==> src/bst_pkg.sv <==
// ----------------------------------------------------------------------------
// Binned threshold scale table package
// Shared types, sizes and operation codes for the threshold table unit.
// ----------------------------------------------------------------------------
package bst_pkg;

	// Table geometry
	localparam int RANK_BINS = 256;
	localparam int ETA_BINS  = 32;

	localparam int RANK_AW   = (RANK_BINS > 1) ? $clog2(RANK_BINS) : 1;
	localparam int ETA_AW    = (ETA_BINS > 1) ? $clog2(ETA_BINS) : 1;
	localparam int MEM_AW    = RANK_AW + ETA_AW;
	localparam int MEM_DEPTH = 1 << MEM_AW;

	// Field widths
	localparam int OP_W     = 2;
	localparam int RANK_W   = 8;
	localparam int ETA_W    = 5;
	localparam int ENERGY_W = 16;
	localparam int STEP_W   = 12;

	localparam logic [STEP_W-1:0] STEP_RESET = STEP_W'(8);

	typedef enum logic [OP_W-1:0] {
		OP_FILL  = 2'd0,
		OP_WRITE = 2'd1,
		OP_QUANT = 2'd2,
		OP_READ  = 2'd3
	} op_t;

	typedef struct packed {
		logic [OP_W-1:0]     op;
		logic [RANK_W-1:0]   rank_index;
		logic [ETA_W-1:0]    eta_index;
		logic [ENERGY_W-1:0] energy_value;
	} in_item_t;

	typedef struct packed {
		logic [RANK_W-1:0]   rank_result;
		logic [ENERGY_W-1:0] energy_result;
		logic                index_error;
	} out_item_t;

	typedef struct packed {
		logic                we;
		logic                re;
		logic [MEM_AW-1:0]   addr;
		logic [ENERGY_W-1:0] wdata;
	} mem_req_t;

	typedef enum logic [2:0] {
		ST_IDLE,
		ST_FILL,
		ST_READ,
		ST_SCAN,
		ST_TAIL
	} state_t;

endpackage

==> src/bst_seq.sv <==
// ----------------------------------------------------------------------------
// Threshold table sequencer
// Runs fill sweeps, single writes and reads, and the per-eta quantize scan.
// ----------------------------------------------------------------------------
module bst_seq (
	input  logic                         clk,
	input  logic                         arst_n,
	input  logic                         start,
	input  bst_pkg::in_item_t            cmd,
	input  logic [bst_pkg::STEP_W-1:0]   linear_step,
	input  logic [bst_pkg::ENERGY_W-1:0] rdata,
	output bst_pkg::mem_req_t            req,
	output logic                         busy,
	output logic                         done,
	output bst_pkg::out_item_t           result
);

	localparam logic [bst_pkg::RANK_AW-1:0] RANK_LAST = bst_pkg::RANK_AW'(bst_pkg::RANK_BINS - 1);
	localparam logic [bst_pkg::ETA_AW-1:0]  ETA_LAST  = bst_pkg::ETA_AW'(bst_pkg::ETA_BINS - 1);

	bst_pkg::state_t state_q, state_nxt;

	logic [bst_pkg::RANK_AW-1:0]  rank_q;
	logic [bst_pkg::ETA_AW-1:0]   eta_q;
	logic [bst_pkg::ENERGY_W-1:0] acc_q;
	logic [bst_pkg::ENERGY_W-1:0] energy_q;
	logic [bst_pkg::RANK_AW-1:0]  best_q;
	logic [bst_pkg::RANK_AW-1:0]  rank_s1;
	logic                         vld_s1;
	logic                         done_q;
	bst_pkg::out_item_t           result_q;

	logic                         accept;
	logic                         rank_ok, eta_ok;
	logic [bst_pkg::MEM_AW-1:0]   in_addr;
	logic                         fill_last;
	logic                         hit;
	logic [bst_pkg::RANK_AW-1:0]  best_final;
	logic [bst_pkg::ENERGY_W:0]   acc_sum;
	logic [bst_pkg::ENERGY_W-1:0] acc_next;
	logic                         finish;
	bst_pkg::out_item_t           fin;

	assign accept    = start && (state_q == bst_pkg::ST_IDLE);
	assign busy      = (state_q != bst_pkg::ST_IDLE);
	assign rank_ok   = {1'b0, cmd.rank_index} < (bst_pkg::RANK_W + 1)'(bst_pkg::RANK_BINS);
	assign eta_ok    = {1'b0, cmd.eta_index} < (bst_pkg::ETA_W + 1)'(bst_pkg::ETA_BINS);
	assign in_addr   = {cmd.rank_index[bst_pkg::RANK_AW-1:0], cmd.eta_index[bst_pkg::ETA_AW-1:0]};
	assign fill_last = (rank_q == RANK_LAST) && (eta_q == ETA_LAST);

	// threshold met by the energy being quantized
	assign hit        = vld_s1 && (energy_q >= rdata);
	assign best_final = hit ? rank_s1 : best_q;

	// saturating step accumulator for the linear fill
	assign acc_sum  = {1'b0, acc_q} + (bst_pkg::ENERGY_W + 1)'(linear_step);
	assign acc_next = acc_sum[bst_pkg::ENERGY_W] ? '1 : acc_sum[bst_pkg::ENERGY_W-1:0];

	// next state
	always_comb begin
		state_nxt = state_q;
		case (state_q)
			bst_pkg::ST_IDLE: begin
				if (start) begin
					case (bst_pkg::op_t'(cmd.op))
						bst_pkg::OP_FILL:  state_nxt = bst_pkg::ST_FILL;
						bst_pkg::OP_QUANT: state_nxt = eta_ok ? bst_pkg::ST_SCAN : bst_pkg::ST_IDLE;
						bst_pkg::OP_READ: begin
							state_nxt = (rank_ok && eta_ok) ? bst_pkg::ST_READ : bst_pkg::ST_IDLE;
						end
						default:           state_nxt = bst_pkg::ST_IDLE;
					endcase
				end
			end
			bst_pkg::ST_FILL: begin
				if (fill_last) state_nxt = bst_pkg::ST_IDLE;
			end
			bst_pkg::ST_SCAN: begin
				if (rank_q == RANK_LAST) state_nxt = bst_pkg::ST_TAIL;
			end
			bst_pkg::ST_TAIL: state_nxt = bst_pkg::ST_IDLE;
			bst_pkg::ST_READ: state_nxt = bst_pkg::ST_IDLE;
			default:          state_nxt = bst_pkg::ST_IDLE;
		endcase
	end

	// memory requests and completion
	always_comb begin
		req    = '0;
		finish = 1'b0;
		fin    = '0;
		case (state_q)
			bst_pkg::ST_IDLE: begin
				if (start) begin
					case (bst_pkg::op_t'(cmd.op))
						bst_pkg::OP_WRITE: begin
							req.we          = rank_ok && eta_ok;
							req.addr        = in_addr;
							req.wdata       = cmd.energy_value;
							finish          = 1'b1;
							fin.index_error = !(rank_ok && eta_ok);
						end
						bst_pkg::OP_QUANT: begin
							finish          = !eta_ok;
							fin.index_error = !eta_ok;
						end
						bst_pkg::OP_READ: begin
							req.re          = rank_ok && eta_ok;
							req.addr        = in_addr;
							finish          = !(rank_ok && eta_ok);
							fin.index_error = !(rank_ok && eta_ok);
						end
						default: ;
					endcase
				end
			end
			bst_pkg::ST_FILL: begin
				req.we    = 1'b1;
				req.addr  = {rank_q, eta_q};
				req.wdata = acc_q;
				finish    = fill_last;
			end
			bst_pkg::ST_SCAN: begin
				req.re   = 1'b1;
				req.addr = {rank_q, eta_q};
			end
			bst_pkg::ST_TAIL: begin
				finish          = 1'b1;
				fin.rank_result = bst_pkg::RANK_W'(best_final);
			end
			bst_pkg::ST_READ: begin
				finish            = 1'b1;
				fin.energy_result = rdata;
			end
			default: ;
		endcase
	end

	always_ff @(posedge clk or negedge arst_n) begin
		if (!arst_n) begin
			state_q <= bst_pkg::ST_IDLE;
			done_q  <= 1'b0;
			vld_s1  <= 1'b0;
		end else begin
			state_q <= state_nxt;
			done_q  <= finish;
			vld_s1  <= (state_q == bst_pkg::ST_SCAN);
		end
	end

	always_ff @(posedge clk) begin
		if (finish) begin
			result_q <= fin;
		end
		rank_s1 <= rank_q;
		if (accept) begin
			rank_q   <= '0;
			eta_q    <= cmd.eta_index[bst_pkg::ETA_AW-1:0];
			acc_q    <= '0;
			energy_q <= cmd.energy_value;
			best_q   <= '0;
			if (bst_pkg::op_t'(cmd.op) == bst_pkg::OP_FILL) begin
				eta_q <= '0;
			end
		end else if (state_q == bst_pkg::ST_FILL) begin
			// eta is the inner loop, one entry per cycle
			if (eta_q == ETA_LAST) begin
				eta_q  <= '0;
				rank_q <= rank_q + 1'b1;
				acc_q  <= acc_next;
			end else begin
				eta_q <= eta_q + 1'b1;
			end
		end else if (state_q == bst_pkg::ST_SCAN || state_q == bst_pkg::ST_TAIL) begin
			if (state_q == bst_pkg::ST_SCAN && rank_q != RANK_LAST) begin
				rank_q <= rank_q + 1'b1;
			end
			best_q <= best_final;
		end
	end

	assign done   = done_q;
	assign result = result_q;

endmodule

==> config.mk <==
export PLATFORM = sky130hd
export DESIGN_NAME = bst_seq
export DESIGN_NICKNAME = d
export VERILOG_FILES = /design/src/bst_pkg.sv /design/src/bst_seq.sv
export SDC_FILE = /design/constraint.sdc
export NUM_CORES = 1
export LEC_CHECK = 0
export BUFFER_PORTS_ARGS = -buffer_cell sky130_fd_sc_hd__buf_2
export CORE_AREA = 2 2 140 74
export CTS_CLUSTER_SIZE = 30
export DETAILED_ROUTE_END_ITERATION = 10
export DIE_AREA = 0 0 142 76
export PLACE_DENSITY = 0.79
export SYNTH_ARGS = -nofsm -noshare
export SYNTH_HDL_FRONTEND = slang
export SYNTH_SLANG_ARGS = --single-unit
==> constraint.sdc <==
create_clock -name clk -period 5.61 [get_ports clk]
set_input_delay 0.561 -clock clk [delete_from_list [all_inputs] [get_ports clk]]
set_output_delay 0.561 -clock clk [all_outputs]
set_load 0.02 [all_outputs]
### Word-level counts from Yosys, hierarchy flattened

Cells that the tools add are included.
W data, S select, Z words.

| cells by class | value |
|---|---|
| add/subtract/negate cells | 3 |
| multiply operators | 0 |
| divide/modulo/power cells | 0 |
| order comparisons | 1 |
| eq/ne operators | 14 |
| shift operators | 0 |
| multiplexer cells | 26 |
| bitwise logic cells | 1 |
| reductions and logical operators | 18 |

Operators by type and width:

| operator | count |
|---|---|
| $mux W8 | 5 |
| $mux W16 | 2 |
| $pmux W16 S2 | 1 |
| $mux W31 | 1 |
| $pmux W13 S2 | 1 |
| $mux W5 | 4 |
| $add A16 B12 Y17 | 1 |
| $ge A16 B16 Y1 | 1 |
| $mux W13 | 1 |
| $mux W3 | 3 |
| $pmux W3 S3 | 1 |
| $add A8 B1 Y8 const B | 1 |
| $eq A8 B8 Y1 const B | 1 |
| $ne A2 B2 Y1 const B | 4 |
| $ne A8 B8 Y1 const B | 1 |
| $eq A3 B2 Y1 const B | 2 |
| $pmux W2 S3 | 1 |
| $reduce_and A3 Y1 | 2 |
| $reduce_bool A2 Y1 | 3 |
| $reduce_or A2 Y1 | 3 |
| $add A5 B1 Y5 const B | 1 |
| $eq A5 B5 Y1 const B | 1 |
| $eq A2 B2 Y1 const B | 2 |
| $logic_and A1 B1 Y1 | 4 |
| other kinds (12) | 16 |

| word-level totals | value |
|---|---|
| register bits after elaboration | 90 |
| bits in latches | 0 |
| RAM bits | 0 |
| bits in read-only memories | 0 |
| input bits | 62 |
| output and inout port bits | 58 |
| word-level logic and storage cells | 74 |
| memories | 0 |

### Depth between registers and ports, before layout

| logic depth | value |
|---|---|
| depth in word-level cells | 5 |
| mapped depth | 9 |
| gate-level depth less buffers | 9 |

### Worst setup path before layout

OpenSTA, ideal clock, no wires.

| timing | value |
|---|---|
| kind | flip-flop to flip-flop |
| start point | register eta_q[0] in the netlist's numbering |
| end point | register result_q (netlist bit result[10]) (enable) |
| setup time | 0.494 ns |
| data arrival time | 2.121 ns |
| required time | 5.116 ns |
| path slack | 2.995 ns |
| stages on the path, launching flop included | 8 |
| buffers on the path | 1 |
| period minus slack after synthesis | 2.615 ns |
| cells stage by stage | edfxtp_1 -> ha_1 -> and3_1 -> ha_1 -> and3_1 -> buf_2 -> a31oi_1 -> nand3_1 |

| between the ends | value |
|---|---|
| longest elaborated chain between the ends | 3 |

Ends and longest elaborated chain:

| what | RTL line | text |
|---|---|---|
| start, declared | bst_seq.sv:24 | `logic [bst_pkg::ETA_AW-1:0] eta_q;` |
| start signal, assigned | bst_seq.sv:158 | `eta_q <= cmd.eta_index[bst_pkg::ETA_AW-1:0];` |
| start signal, assigned | bst_seq.sv:172 | `eta_q <= eta_q + 1'b1;` |
| $eq A5 B5 Y1 | bst_seq.sv:49 | `assign fill_last = (rank_q == RANK_LAST) && (eta_q == ETA_LAST);` |
| $logic_and A1 B1 Y1 | bst_seq.sv:49 |  |
| $pmux W1 S3 | bst_seq.sv:92 | `case (state_q)` |
| net finish | bst_seq.sv:41 | `logic finish;` |
| end signal, assigned | bst_seq.sv:153 | `result_q <= fin;` |
| end, declared | bst_seq.sv:31 | `bst_pkg::out_item_t result_q;` |

The timed path passes the listed nets, and every way through them passes these cells.
A chain may end at the register's enable or synchronous reset.

### Worst setup path in the final report

| timing | value |
|---|---|
| start point | register state_q[1] |
| end point | register result_q (netlist bit result[15]) (enable) |

| between the ends | value |
|---|---|
| longest elaborated chain between the ends | 3 |
| elaborated cells on any way between the ends | 6 |
| those cells by class | eq/ne (3); mux (1); reduce/logical (2) |

Ends and longest elaborated chain:

| what | RTL line | text |
|---|---|---|
| start, declared | bst_seq.sv:21 | `bst_pkg::state_t state_q, state_nxt;` |
| start signal, assigned | bst_seq.sv:141 | `state_q <= bst_pkg::ST_IDLE;` |
| start signal, assigned | bst_seq.sv:145 | `state_q <= state_nxt;` |
| $eq A3 B3 Y1 / $eq A3 B2 Y1 (equally long branches) | bst_seq.sv:92 |  |
| $reduce_or A2 Y1 (no line) | n/a |  |
| $pmux W1 S3 (*) | bst_seq.sv:92 |  |
| net finish | bst_seq.sv:41 |  |

The timed path passes the listed nets; every way through them passes the cells marked *.

==> impl_metrics.ini <==
[run_status]
outcome = completed

[power_and_ir_drop]
seq_power_share_pct = 38.2
vdd_ir_drop_max_uv = 228
switching_power_w = 0.000987
combPwrFrac_pct = 39.7
total_leakage_power_nw = 2.53
swShare_pct = 39.2
p_int_w = 0.00153
p_clk_share_pct = 22.1
p_total_w = 0.00252
p_per_area_nw_per_um2 = 452

[sta]
finClkSkew_ns = 0.00582
hold_viol = 0
grt_setup_unrepaired = no
fmax_mhz = 298
setup_viol = 0
setup-tns-final_ns = 0
period_needed_ns = 3.35
worst_pin_slew_ns = 1.14
period_share_pct = 59.8
slew_violations = 0
max_slew_margin_pct = 23.7

[routing]
post_drt_wl_per_cell_um = 16.6
final_antenna_net_count = 0
drcViolationCount = 0
vias = 3798
via_per_inst = 5.51
routed_wl_um = 11400
drtIter0Drc = 269
dr.pass1.iters = 5

[worst_setup_path]
worstPathCellList = nor3_2, and3_1, and3b_1, a31oi_1, nand3_1
cp_max_fo = 25
worstPathRequired_ns = 5.57
critical-path-slowest-cell = nand3_1
arrival_ns = 3.32
critical_path_class = flip-flop to flip-flop
end_kind = flip-flop
start_kind = flip-flop
slowest_delay_ns = 0.81

[clocking]
tritoncts = built
cts_setup_buffers = 0
clkSinkCount = 90
cts.path.max_buffers = 2
ctsResizeCount = 0
cts.reportedPaths.clkPinSlew_ns = 0.06
clockRootBuffer = clkbuf_16
numCtsBuffers = 9
h-tree-depth = 3
clock_latency_ns = 0.35
hold_buffers = 0

[min_path]
hold_path_class = input port to asynchronous set/reset pin

[global_route]
grt_max_degree = 36
grt_overflow = 0
grt_usage_pct = 21.9
grt_pass1_vias = 3572
grt_pass1_wl_um = 18400
antenna_found_initial = 0

[placement]
globalplace.congestion = 0.870
port_buffers = 118
place_area_sq_um = 5300
dp_hpwl_um = 8850

[die]
die_h_um = 76
rows = 26
start_util_pct = 47.8
coreArea_sq_um = 9730
die_w_um = 142
die-area_sq_um = 10800
io_pins = 120

[yosys]
ys.flop_type = edfxtp_1
ys_ff_latch = 90
synth_top_area_cell = edfxtp_1
synth_edf_count = 45
syn-num-nets = 540
synth.cell_area_sq_um = 4650
syn_avg_cell_area_sq_um = 10.4
ys.warnings.count = 0
seq_area_frac_synth_pct = 49.0
ys_top_cells_by_area = edfxtp_1 (29%), dfxtp_1 (17%), ha_1 (8.3%)
synthCells = 446
ys_types = 55
synth_top_area_share_pct = 29.1
synthArstFlopShare_pct = 5.56

[flow_run]
cap_violations = 0

[finish]
ff_latch_area_sq_um = 2280
layout_commonest_cell = buf_2
fillers = 853
final_cell_mix = buf_2 (118), edfxtp_1 (45), nor2_1 (42)
finalNetCount = 652
multi_input_comb_area_sq_um = 2170
design_area_sq_um = 5570
num_antenna_cells = 0
drive_gt1_share_pct = 26.8
area_delta_synth_final_pct = 19.8
[synthesized netlist by cell type (2+ instances only)]
| cell type | number |
|---|---|
| o211ai_1 | 4 |
| a21o_1 | 4 |
| a22o_1 | 29 |
| dfxtp_1 | 40 |
| nand4_1 | 4 |
| nand3_1 | 12 |
| inv_1 | 22 |
| nor2b_1 | 3 |
| a21oi_1 | 40 |
| a31o_2 | 4 |
| ha_1 | 31 |
| or2_2 | 2 |
| and3_1 | 4 |
| mux2i_1 | 10 |
| buf_4 | 3 |
| or3_1 | 2 |
| dfrtp_1 | 5 |
| o31ai_1 | 4 |
| xnor2_1 | 7 |
| nor2_1 | 42 |
| buf_2 | 4 |
| a31oi_1 | 3 |
| buf_6 | 4 |
| nor3_1 | 5 |
| and4_1 | 2 |
| edfxtp_1 | 45 |
| and3b_1 | 2 |
| nand2_1 | 34 |
| o21ai_0 | 26 |
| a31o_1 | 4 |
| a211oi_1 | 5 |
| xor2_1 | 9 |
| and2_1 | 2 |
| clkbuf_1 | 8 |
[worst paths after layout]
kind                       cells after the start                        to                   start  slack [ns]
setup / recovery                               5  result[15]$_SDFFCE_PP0P_  state_q[1]$_DFFE_PN0P_        2.26
hold / removal                                 1    state_q[0]$_DFFE_PN0P_                  arst_n        0.03
setup reg to reg                               5  result[15]$_SDFFCE_PP0P_  state_q[1]$_DFFE_PN0P_        2.26
hold reg to reg                                0        rank_s1[0]$_DFF_P_  rank_q[0]$_SDFFE_PP0P_        0.44
max in group asynchronous                      1          vld_s1$_DFF_PN0_                  arst_n        5.42
min in group clk                               1     energy_q[2]$_DFFE_PP_                  cmd[2]        0.40
[cells by family after synthesis]
| family | synth area share [%] |
|---|---|
| AOI/OAI and AO/OA | 19.8 |
| and+or+nand+nor | 12.9 |
| DFF | 49.0 |
| buffers and inverters | 4.31 |
| adders and majority gates | 8.77 |
| xor gates and xnor gates | 3.01 |
| muxes | 2.15 |
| other | 0.0807 |
[critical path, delay by kind of cell (launching register included)]
kind            cells  cell delay (ns)
flops               1             0.50
compound gates      1             0.14
simple gates        4             2.32
[cell type report]
| type | instances | area share, % |
|---|---|---|
| flip-flops and latches | 90 | 40.9 |
| multi-input cells | 315 | 39.0 |
| repair buffers | 120 | 10.9 |
| clock buffers | 9 | 4.04 |
| well taps | 126 | 2.83 |
| inverters | 22 | 1.48 |
| clock inverters | 7 | 0.921 |
[power by group through the flow]
| stage | combinational, W | clock (W) | sequential, W |
|---|---|---|---|
| 2_1_floorplan | 0.000739 | 0 | 0.000936 |
| 3_3_place_gp | 0.000949 | 0 | 0.000967 |
| 3_5_place_dp | 0.000985 | 0 | 0.000972 |
| 4_1_cts | 0.000992 | 0.000566 | 0.000959 |
| 5_1_grt | 0.00110 | 0.000595 | 0.000976 |
| 6_report | 0.000998 | 0.000556 | 0.000962 |
[routing by layer]
metal / global-route usage [%] / up-vias / wire length [um]
li1: - / 1865 / -
met3: 6.22 / 13 / 779
met5: 0 / - / 0
met2: 29.8 / 144 / 4690
met1: 33.8 / 1776 / 5840
met4: 5.80 / 0 / 140
[state kept, by name (all words and copies together) (netlist names)]
register and count:
result 24, eta_q 5, state_q 3, rank_s1 8, best_q 8, rank_q 8, energy_q 16, done 1
vld_s1 1, acc_q 16
[stage by stage]
stage	hold WS [ns]	util, %	std cells	worst slack, ns
finish	0.0307	57.3	689	2.26
global route	0.0225	57.3	689	2.04
CTS	0.0233	57.3	689	2.26
detailed placement	0.397	54.4	673	2.24
global placement	0.396	54.4	673	2.44
floorplan	0.265	-	446	3.00
Power figures use the tool's default switching activity.
